--- src/rtl/tmsl_pkg.sv ---
`default_nettype none
// ----------------------------------------------------------------------------
// tmsl_pkg: shared types and constants of the trimmed-mean slew filter
// Field widths, register indexes, reset values and the reciprocal constants
// used for the divisions by three and by ten.
// ----------------------------------------------------------------------------
package tmsl_pkg;

  localparam int CH_W     = 2;
  localparam int SAMPLE_W = 12;
  localparam int TRIM_W   = 14;   // sum of the middle three samples
  localparam int QUOT_W   = 9;    // level / 10, at most 409

  typedef logic [SAMPLE_W-1:0] sample_t;
  typedef logic [CH_W-1:0]     chan_t;

  // Configuration register indexes.
  localparam logic [1:0] REG_RISE_STEP = 2'd0;
  localparam logic [1:0] REG_FALL_STEP = 2'd1;

  localparam sample_t RISE_STEP_RESET = 12'd50;
  localparam sample_t FALL_STEP_RESET = 12'd60;

  // x / 3 = (x * 43691) >> 17, exact for x below 2^16.
  localparam logic [15:0] DIV3_MUL   = 16'd43691;
  localparam int          DIV3_SHIFT = 17;
  // x / 10 = (x * 52429) >> 19, exact for x below 2^16.
  localparam logic [15:0] DIV10_MUL   = 16'd52429;
  localparam int          DIV10_SHIFT = 19;

  localparam int QDEPTH = 2;

  typedef struct packed {
    chan_t   channel;
    sample_t level;
  } level_item_t;

  typedef struct packed {
    logic full;
    logic empty;
  } queue_status_t;

  typedef struct packed {
    sample_t rise_step;
    sample_t fall_step;
  } slew_cfg_t;

endpackage

`default_nettype wire

--- src/rtl/trimmed_mean_slew_limit_filter_unit.sv ---
`default_nettype none
// ----------------------------------------------------------------------------
// trimmed_mean_slew_limit_filter_unit: trimmed mean filter with slew limiter
// Drops the smallest and largest of five samples, averages the rest,
// truncates to a multiple of ten and slew-limits a per-channel smoothed value.
//
//   channel  handshake             payload
//   in       in_valid / in_ready   channel, sample_a .. sample_e
//   out      out_valid / out_ready out_channel, level, smoothed_level
//   cfg      cfg_valid / cfg_ready cfg_index, cfg_data
//
// One beat in and one beat out per cycle when the output is not stalled.
// Each beat passes three front stages (trim and sum, divide by three,
// divide by ten), one queue slot and the output register of the slew stage.
// Reset clears the smoothed values to zero and the limits to 50 and 60.
// A stalled output fills the two-entry queue, then the front holds in_ready low.
// ----------------------------------------------------------------------------
module trimmed_mean_slew_limit_filter_unit #(
  parameter int CHANNELS = 4
) (
  input  wire                    clk,
  input  wire                    rst,
  input  wire                    in_valid,
  output logic                   in_ready,
  input  wire tmsl_pkg::chan_t   channel,
  input  wire tmsl_pkg::sample_t sample_a,
  input  wire tmsl_pkg::sample_t sample_b,
  input  wire tmsl_pkg::sample_t sample_c,
  input  wire tmsl_pkg::sample_t sample_d,
  input  wire tmsl_pkg::sample_t sample_e,
  output logic                   out_valid,
  input  wire                    out_ready,
  output tmsl_pkg::chan_t        out_channel,
  output tmsl_pkg::sample_t      level,
  output tmsl_pkg::sample_t      smoothed_level,
  input  wire                    cfg_valid,
  output logic                   cfg_ready,
  input  wire [1:0]              cfg_index,
  input  wire tmsl_pkg::sample_t cfg_data
);
  import tmsl_pkg::*;

  slew_cfg_t      cfg;
  logic           push;
  level_item_t    push_item;
  logic           pop;
  level_item_t    head;
  queue_status_t  q_status;

  assign cfg_ready = 1'b1;

  always_ff @(posedge clk) begin
    if (rst) begin
      cfg.rise_step <= RISE_STEP_RESET;
      cfg.fall_step <= FALL_STEP_RESET;
    end else if (cfg_valid) begin
      unique case (cfg_index)
        REG_RISE_STEP: cfg.rise_step <= cfg_data;
        REG_FALL_STEP: cfg.fall_step <= cfg_data;
        default: ;
      endcase
    end
  end

  tmsl_front u_front (
    .clk        (clk),
    .rst        (rst),
    .in_valid   (in_valid),
    .in_ready   (in_ready),
    .channel    (channel),
    .sample_a   (sample_a),
    .sample_b   (sample_b),
    .sample_c   (sample_c),
    .sample_d   (sample_d),
    .sample_e   (sample_e),
    .queue_full (q_status.full),
    .push       (push),
    .push_item  (push_item)
  );

  tmsl_queue u_queue (
    .clk       (clk),
    .rst       (rst),
    .push      (push),
    .push_item (push_item),
    .pop       (pop),
    .head      (head),
    .status    (q_status)
  );

  tmsl_back #(
    .CHANNELS (CHANNELS)
  ) u_back (
    .clk            (clk),
    .rst            (rst),
    .cfg            (cfg),
    .head           (head),
    .head_valid     (!q_status.empty),
    .pop            (pop),
    .out_valid      (out_valid),
    .out_ready      (out_ready),
    .out_channel    (out_channel),
    .level          (level),
    .smoothed_level (smoothed_level)
  );

  a_queue_sane: assert property (@(posedge clk) disable iff (rst)
    !(q_status.full && q_status.empty))
    else $error("queue reports full and empty at once");

  a_back_drains: assert property (@(posedge clk) disable iff (rst)
    (!out_valid && !q_status.empty) |=> out_valid)
    else $error("queued item not moved to an empty output register");

  a_level_range: assert property (@(posedge clk) disable iff (rst)
    out_valid |-> (level <= 12'd4090))
    else $error("level out of range");

  a_unknown_channel: assert property (@(posedge clk) disable iff (rst)
    (out_valid && ({3'b000, out_channel} >= 5'(CHANNELS))) |-> (smoothed_level == '0))
    else $error("smoothed level nonzero for a channel without storage");

endmodule

`default_nettype wire

--- src/rtl/tmsl_front.sv ---
`default_nettype none
// ----------------------------------------------------------------------------
// tmsl_front: trimmed mean and level quantizer
// Three stages: drop min and max and sum the rest, divide by three, divide
// by ten. The level (quotient times ten) is handed to the queue.
// ----------------------------------------------------------------------------
module tmsl_front (
  input  wire                    clk,
  input  wire                    rst,
  input  wire                    in_valid,
  output logic                   in_ready,
  input  wire tmsl_pkg::chan_t   channel,
  input  wire tmsl_pkg::sample_t sample_a,
  input  wire tmsl_pkg::sample_t sample_b,
  input  wire tmsl_pkg::sample_t sample_c,
  input  wire tmsl_pkg::sample_t sample_d,
  input  wire tmsl_pkg::sample_t sample_e,
  input  wire                    queue_full,
  output logic                   push,
  output tmsl_pkg::level_item_t  push_item
);
  import tmsl_pkg::*;

  logic                    advance;
  sample_t                 smp [5];
  sample_t                 lo;
  sample_t                 hi;
  logic [TRIM_W:0]         total;
  logic [TRIM_W-1:0]       trim;
  logic [TRIM_W+15:0]      prod3;
  logic [SAMPLE_W+15:0]    prod10;

  logic                    s1_valid;
  logic                    s2_valid;
  logic                    s3_valid;
  chan_t                   s1_channel;
  chan_t                   s2_channel;
  chan_t                   s3_channel;
  logic [TRIM_W-1:0]       s1_trim;
  sample_t                 s2_mean;
  logic [QUOT_W-1:0]       s3_quot;

  // The whole pipeline moves together whenever its last stage can drain.
  assign advance  = !s3_valid || !queue_full;
  assign in_ready = advance;
  assign push     = s3_valid && !queue_full;

  assign smp[0] = sample_a;
  assign smp[1] = sample_b;
  assign smp[2] = sample_c;
  assign smp[3] = sample_d;
  assign smp[4] = sample_e;

  always_comb begin
    lo    = smp[0];
    hi    = smp[0];
    total = '0;
    for (int i = 0; i < 5; i++) begin
      if (smp[i] < lo) begin
        lo = smp[i];
      end
      if (smp[i] > hi) begin
        hi = smp[i];
      end
      total = total + (TRIM_W+1)'(smp[i]);
    end
    // Ties do no harm: one minimum and one maximum come off the total.
    trim = TRIM_W'(total - (TRIM_W+1)'(lo) - (TRIM_W+1)'(hi));
  end

  assign prod3  = (TRIM_W+16)'(s1_trim) * (TRIM_W+16)'(DIV3_MUL);
  assign prod10 = (SAMPLE_W+16)'(s2_mean) * (SAMPLE_W+16)'(DIV10_MUL);

  always_ff @(posedge clk) begin
    if (rst) begin
      s1_valid <= 1'b0;
      s2_valid <= 1'b0;
      s3_valid <= 1'b0;
    end else if (advance) begin
      s1_valid <= in_valid;
      s2_valid <= s1_valid;
      s3_valid <= s2_valid;
    end
  end

  always_ff @(posedge clk) begin
    if (advance) begin
      s1_channel <= channel;
      s1_trim    <= trim;
      s2_channel <= s1_channel;
      s2_mean    <= prod3[DIV3_SHIFT +: SAMPLE_W];
      s3_channel <= s2_channel;
      s3_quot    <= prod10[DIV10_SHIFT +: QUOT_W];
    end
  end

  // Times ten as shift and add.
  assign push_item.channel = s3_channel;
  assign push_item.level   = SAMPLE_W'({s3_quot, 3'b000}) + SAMPLE_W'({s3_quot, 1'b0});

endmodule

`default_nettype wire

--- src/rtl/tmsl_queue.sv ---
`default_nettype none
// ----------------------------------------------------------------------------
// tmsl_queue: short FIFO between the front and the back
// Two entries; full and empty are decoded from the registered count.
// ----------------------------------------------------------------------------
module tmsl_queue (
  input  wire                          clk,
  input  wire                          rst,
  input  wire                          push,
  input  wire tmsl_pkg::level_item_t   push_item,
  input  wire                          pop,
  output tmsl_pkg::level_item_t        head,
  output tmsl_pkg::queue_status_t      status
);
  import tmsl_pkg::*;

  localparam int PTR_W = (QDEPTH > 1) ? $clog2(QDEPTH) : 1;
  localparam int CNT_W = $clog2(QDEPTH + 1);

  level_item_t        entries [QDEPTH];
  logic [PTR_W-1:0]   wr_ptr;
  logic [PTR_W-1:0]   rd_ptr;
  logic [CNT_W-1:0]   count;

  assign status.full  = (count == CNT_W'(QDEPTH));
  assign status.empty = (count == '0);
  assign head         = entries[rd_ptr];

  always_ff @(posedge clk) begin
    if (push) begin
      entries[wr_ptr] <= push_item;
    end
  end

  always_ff @(posedge clk) begin
    if (rst) begin
      wr_ptr <= '0;
      rd_ptr <= '0;
      count  <= '0;
    end else begin
      if (push) begin
        wr_ptr <= (wr_ptr == PTR_W'(QDEPTH - 1)) ? '0 : wr_ptr + 1'b1;
      end
      if (pop) begin
        rd_ptr <= (rd_ptr == PTR_W'(QDEPTH - 1)) ? '0 : rd_ptr + 1'b1;
      end
      if (push && !pop) begin
        count <= count + 1'b1;
      end else if (pop && !push) begin
        count <= count - 1'b1;
      end
    end
  end

endmodule

`default_nettype wire

--- src/rtl/tmsl_back.sv ---
`default_nettype none
// ----------------------------------------------------------------------------
// tmsl_back: per-channel slew limiter and output register
// Reads the channel's smoothed value, limits the move toward the new level,
// writes it back and registers the result beat in the same cycle.
// ----------------------------------------------------------------------------
module tmsl_back #(
  parameter int CHANNELS = 4
) (
  input  wire                          clk,
  input  wire                          rst,
  input  wire tmsl_pkg::slew_cfg_t     cfg,
  input  wire tmsl_pkg::level_item_t   head,
  input  wire                          head_valid,
  output logic                         pop,
  output logic                         out_valid,
  input  wire                          out_ready,
  output tmsl_pkg::chan_t              out_channel,
  output tmsl_pkg::sample_t            level,
  output tmsl_pkg::sample_t            smoothed_level
);
  import tmsl_pkg::*;

  localparam int IDX_W = (CHANNELS > 1) ? $clog2(CHANNELS) : 1;

  sample_t            store [CHANNELS];
  logic [IDX_W-1:0]   idx;
  logic               in_range;
  sample_t            old_v;
  sample_t            new_v;
  sample_t            slewed;

  assign idx      = IDX_W'(head.channel);
  assign in_range = ({3'b000, head.channel} < 5'(CHANNELS));
  assign old_v    = in_range ? store[idx] : '0;
  assign new_v    = head.level;
  assign pop      = head_valid && (!out_valid || out_ready);

  // The result always lies between old and new, so it stays in range.
  always_comb begin
    if (new_v >= old_v) begin
      slewed = ((new_v - old_v) > cfg.rise_step) ? old_v + cfg.rise_step : new_v;
    end else begin
      slewed = ((old_v - new_v) > cfg.fall_step) ? old_v - cfg.fall_step : new_v;
    end
  end

  always_ff @(posedge clk) begin
    if (rst) begin
      for (int i = 0; i < CHANNELS; i++) begin
        store[i] <= '0;
      end
    end else if (pop && in_range) begin
      store[idx] <= slewed;
    end
  end

  always_ff @(posedge clk) begin
    if (rst) begin
      out_valid <= 1'b0;
    end else if (pop) begin
      out_valid <= 1'b1;
    end else if (out_ready) begin
      out_valid <= 1'b0;
    end
  end

  always_ff @(posedge clk) begin
    if (pop) begin
      out_channel    <= head.channel;
      level          <= new_v;
      smoothed_level <= in_range ? slewed : '0;
    end
  end

endmodule

`default_nettype wire

--- config.mk ---
export PLATFORM = sky130hd
export DESIGN_NAME = trimmed_mean_slew_limit_filter_unit
export DESIGN_NICKNAME = d
export VERILOG_FILES = /design/src/rtl/tmsl_pkg.sv /design/src/rtl/trimmed_mean_slew_limit_filter_unit.sv /design/src/rtl/tmsl_front.sv /design/src/rtl/tmsl_queue.sv /design/src/rtl/tmsl_back.sv
export SDC_FILE = /design/constraint.sdc
export NUM_CORES = 1
export LEC_CHECK = 0
export BUFFER_PORTS_ARGS = -buffer_cell sky130_fd_sc_hd__buf_2
export CORE_MARGIN = 2
export CORE_UTILIZATION = 25
export DETAILED_ROUTE_END_ITERATION = 6
export HOLD_SLACK_MARGIN = 0.03
export REMOVE_ABC_BUFFERS = 1
export SETUP_SLACK_MARGIN = 0.4
export SYNTH_ARGS = -nofsm -noshare
export SYNTH_HDL_FRONTEND = slang
export SYNTH_SLANG_ARGS = --single-unit
--- constraint.sdc ---
create_clock -name clk -period 18.4 [get_ports clk]
set_clock_uncertainty 0.15 [all_clocks]
set_input_delay 3.68 -clock clk [delete_from_list [all_inputs] [get_ports clk]]
set_output_delay 3.68 -clock clk [all_outputs]
set_load 0.02 [all_outputs]
Word level (Yosys, flattened, before mapping)
Memories as Yosys holds them, arrays and structs flattened. A register that Yosys moved wholly into a read port is not among the register bits.
Cells that the tools add are included.
Storage, ports and cells
  memories kept: 2
  output and inout bits: 29
  bits in registers: 99
  memory bits (writable): 76
  word-level logic and storage cells: 98
Memories
  u_back.store: words 4, bits a word 12, rd ports 1, clocked after memory_dff 0, write ports 4, line tmsl_back.sv:26  | sample_t store [CHANNELS];
  u_queue.entries: words 2, bits a word 14, rd ports 1, clocked after memory_dff 1, write ports 1, line tmsl_queue.sv:20  | level_item_t entries [QDEPTH];
Cells by class
  multiply operators: 2
  $lt $le $gt $ge: 11
  $add $sub $neg: 15
  eq/ne operators: 2
  mux-type cells: 29
  reductions and logical operators: 19
Operators with widths (number)
  2-to-1 mux 12 bit: 12
  > comparator 12 bit: 6
  < comparator 12 bit: 4
  adder 14 x 12 -> 14 bit: 3
  subtractor 12 bit: 3
  multiplier 14 x 16 -> 29 bit (second input constant): 1
  multiplier 12 x 16 -> 28 bit (second input constant): 1
  subtractor 14 x 12 -> 14 bit: 2
  2-to-1 mux 1 bit: 14
  adder 12 x 12 -> 13 bit: 1
  adder 12 x 10 -> 12 bit: 1
  adder 12 bit: 1
  greater-or-equal comparator 12 bit: 1
  OR reduction 12 bit: 1
  zero test 1 bit: 6
  2-to-1 mux 2 bit: 3
  logical AND 1 bit: 4
  zero test 2 bit: 2
  AND reduction 2 bit: 2
  nonzero test 2 bit: 2
  adder 1 bit (second input constant): 2
  adder 2 x 1 -> 2 bit (second input constant): 1
  equality test 2 x 1 -> 1 bit (second input constant): 1
  equality test 2 bit (second input constant): 1
  2 further kinds: 3

Logic depth before layout (Yosys ltp)
  depth in word-level cells: 10
  gate-level depth with buffers: 60
  gate-level depth less buffers: 56

By module
From an unflattened synthesis, not the netlist that was laid out.
Unflattened totals
  cell total of the unflattened synthesis: 2045
  area total of the unflattened synthesis: 20557.2 um^2
Modules (own cells, without submodules)
  tmsl_front: seq. area each 1291.2 um^2, cells each 1275, times used 1, area each 12398.1 um^2
  tmsl_back: seq. area each 2242.2 um^2, cells each 604, times used 1, area each 5924.4 um^2
  tmsl_queue: seq. area each 940.9 um^2, cells each 65, times used 1, area each 1213.7 um^2
  trimmed_mean_slew_limit_filter_unit: seq. area each 480.5 um^2, cells each 101, times used 1, area each 1021.0 um^2

Worst setup path before layout
Ideal clock, no wire load.
  path type: input port to flip-flop
  from: input port sample_a[11]
  to: register u_front.s1_trim[13], data pin
  setup time: 260 ps
  stages on the path: 55
  arrival time: 14037 ps
  buffers on the path: 5
  path slack: 3954 ps
  path through: inv_1 -> ha_1 -> and4_4 -> and2_2 -> o21ai_2 -> a21oi_1 -> clkbuf_1 -> buf_1 -> nor2_1 -> a21oi_1 -> ha_1 -> nor2b_1 -> o21a_1 -> o21a_1 -> o211ai_1 -> o31ai_2 -> o21ai_2 -> clkbuf_1 -> [... 19 more ...] -> a21oi_1 -> fa_1 -> fa_1 -> fa_1 -> inv_1 -> ha_1 -> nor2b_1 -> o21ai_0 -> a21boi_0 -> o21ai_0 -> a21boi_0 -> o21ai_0 -> a21boi_0 -> o21a_1 -> o21ai_0 -> nand2b_1 -> a21oi_1 -> xnor2_1
Between the ends
  word-level cells in the longest chain between the ends: 10
  elaborated cells on any way between the ends: 22
Ends and longest elaborated chain
  start, declared: line trimmed_mean_slew_limit_filter_unit.sv:26  | input wire tmsl_pkg::sample_t sample_a,
  < comparator 12 bit: line tmsl_front.sv:59  | if (smp[i] < lo) begin
  2-to-1 mux 12 bit: line tmsl_front.sv:59
  < comparator 12 bit: line tmsl_front.sv:59
  2-to-1 mux 12 bit: line tmsl_front.sv:59
  < comparator 12 bit: line tmsl_front.sv:59
  2-to-1 mux 12 bit: line tmsl_front.sv:59
  < comparator 12 bit: line tmsl_front.sv:59
  2-to-1 mux 12 bit: line tmsl_front.sv:59
  subtractor 14 x 12 -> 14 bit: line tmsl_front.sv:68  | trim = TRIM_W'(total - (TRIM_W+1)'(lo) - (TRIM_W+1)'(hi));
  subtractor 14 x 12 -> 14 bit *: line tmsl_front.sv:68
  named net u_front.trim[13]: line tmsl_front.sv:29  | logic [TRIM_W-1:0] trim;
  end signal, assigned: line tmsl_front.sv:89  | s1_trim <= trim;
  end, declared: line tmsl_front.sv:39  | logic [TRIM_W-1:0] s1_trim;
Mark *: on every way through the listed nets, which the timed path passes. The rest lies on a longest branch.
A chain may end at the register's enable or synchronous reset.

Worst setup path after layout
  from: input port sample_a[5]
  to: register u_front.s1_trim[13], data pin
The elaborated chain is that of the path after synthesis.

==> flow_summary_export.csv <==
group,metric,value,unit
cts,cts.root.buffer_cell,"clkbuf_16",
routing,antenna_left,0,
synthesis,ys.flop_type,"edfxtp_1",
place,io_buffers,107,
grt,grtUsageMet3,0.0188,
cts,cts.reportedPaths.clkPinSlew,70,ps
die,die_area,81900,sq um
setup_path,slowest_delay,770,ps
timing,tns,0,ps
cts,hold_buffers,0,
timing,max_freq,62.6,MHz
cts,cts_tree,"done",
die,fp-row-count,103,
timing,grt_setup_unrepaired,"false",
setup_path,cpMostUsedCell,"a21oi_1",
grt,grt_pass1_wl,72900,microns
cells_and_area,drive_gt1_frac,0.0962,
routing,wl_per_cell,14.1,microns
synthesis,synth_warnings,0,
timing,finalCritPeriodShare,0.868,
timing,worst_slew_pin_slew,979,ps
synthesis,synth.ff_latch_count,173,
grt,grt_pass1_vias,14200,
cts,clock_sinks,173,
synthesis,async_reset_ff_frac,0,
synthesis,syn_area,19900,sq um
die,die-height,286,microns
grt,gr-total-overflow,0,
die,initial_core_util,0.252,
timing,fin_crit,15980,ps
synthesis,yosys-top-cells-area,"ha_1 (22%), edfxtp_1 (21%), fa_1 (15%), inv_1 (6.8%), a21oi_1 (3.5%)",
die,core,78900,sq um
grt,antenna_found_initial,10,
setup_path,cp.arrival,16030,ps
synthesis,ys_seq_area_frac,0.244,
routing,via_per_inst,4.41,
grt,met2_usage,0.186,
routing,vias,14000,
timing,hold_viol,0,
cells_and_area,mostFrequentLayoutCell,"inv_1",
setup_path,cp_data_required_time,18450,ps
routing,routed_wl,44800,microns
cells_and_area,syn_to_final_growth,11.8,%
place,dp_hpwl,37700,microns
synthesis,syn_inst,2025,
synthesis,synth_edf_count,140,
grt,busiest_layer,"met2",
routing,drc_errors,0,
grt,grt_max_degree,46,
run_status,status,"finished, final reports clean",
synthesis,yosysTopAreaCell,"ha_1",
grt,grtUsageTotal,0.111,
cts,worstSkewPairLatency,450,ps
grt,met1_usage,0.149,
setup_path,crit_fanout,23,
die,fp.dieW,286,microns
cells_and_area,layout_common_cells,"inv_1 (362), ha_1 (350), nor2_1 (152), fa_1 (151)",
synthesis,synth_top_area_frac,0.220,
timing,relSlewSlack,0.347,
cts,cts_made_buffers,17,
cells_and_area,nets,2701,
cts,cts_htree_levels,4,
cts,post_cts_buffers,0,
timing,setup_viol,0,
timing,slew_violations,0,
place,gp_congestion,0.874,
setup_path,endpoint_kind,"register",
synthesis,avgSynthCellArea,9.83,sq um
flow_run,drv_cap,0,
synthesis,yosysUniqueCellTypes,84,
hold_path,min_path_type,"register to register",
setup_path,crit_type,"primary input to register",
routing,firstDrtPassIters,5,
setup_path,start_kind,"primary input",
cts,cts_buffer_depth,2,
cts,postCtsResizedCells,0,
setup_path,cp_slowest_cell,"a211oi_4",
die,io_pins,110,
routing,drt_iter0_drc,629,
-- routing by layer --
metal	wire length [microns]	vias to the layer above
li1	-	7099
met1	21400	6612
met2	20400	262
met3	2060	58
met4	845	18
met5	116	-
-- metrics by stage --
| stage | util | setup slack (ps) | instance area (sq um) | hold WS (ps) | cells |
|---|---|---|---|---|---|
| floorplan | - | 3110 | 19700 | 250 | 1985 |
| CTS | 0.282 | 2420 | 22300 | 299 | 3182 |
| finish | 0.282 | 2420 | 22300 | 296 | 3184 |
| global placement | 0.275 | 2040 | 21700 | 273 | 3150 |
| detailed placement | 0.275 | 1940 | 21700 | 270 | 3150 |
| global route | 0.282 | 1250 | 22300 | 302 | 3182 |
-- cells in the mapped netlist, drive strengths merged (33+ instances only) --
library cell	n
a21o	38
mux2i	52
inv	363
dfxtp	33
fa	151
a21oi	141
xnor2	62
ha	350
o21ai	91
nand2	88
nor2	152
edfxtp	140
-- cells by family (layout without fill, tap and decap cells) --
family                   Yosys count  in the layout  share of synthesized area
other                              2              4                   0.000377
multiplexers                      78             78                     0.0478
buffers and inverters            404            511                     0.0772
AND/OR/NAND/NOR                  393            393                     0.0944
XOR/XNOR                          82             82                     0.0361
flip-flops                       173            173                      0.244
AO/OA/AOI/OAI                    392            392                      0.128
adder cells (fa/ha/maj)          501            501                      0.372
-- worst max-delay path: cells and delay by family --
family,cells,cell delay (ps)
compound gates,26,5600
fa+ha+maj,9,3290
simple gates,10,1940
mux,3,930
buf+inv,5,430
xor+xnor,1,120
-- sequential cells by signal (all words and copies together) (netlist names), 9 cells and up, named ones only --
signal                 cells
u_front.s2_mean           12
cfg                       24
u_front.s1_trim           14
u_queue.entries           26
u_back.level              11
u_back.smoothed_level     12
u_front.s3_quot            9
u_back.store              48
-- worst paths after layout --
path	from	slack, ps	endpoint	cells past startpoint
worst max register to register	register	10350	u_back.store[0][1]	26
worst max-delay path	sample_a[5]	2420	u_front.s1_trim[13]	54
worst min register to register	u_front.s2_channel[0]	300	u_front.s3_channel[0]	0
worst min-delay path	u_front.s2_channel[0]	300	u_front.s3_channel[0]	0
-- layout make-up --
type,count,area (sq um)
multi-input combinational,1448,13500
clock inverter,15,186
fill,8414,56600
clock buffer,17,425
tap,1050,1310
timing repair buffer,115,596
antenna,2,5.00
inverter,364,1370
sequential,173,4860
Power is left out: the tool's default activity adds up to more than one toggle a clock period on the data nets, which glitch-free logic cannot reach.
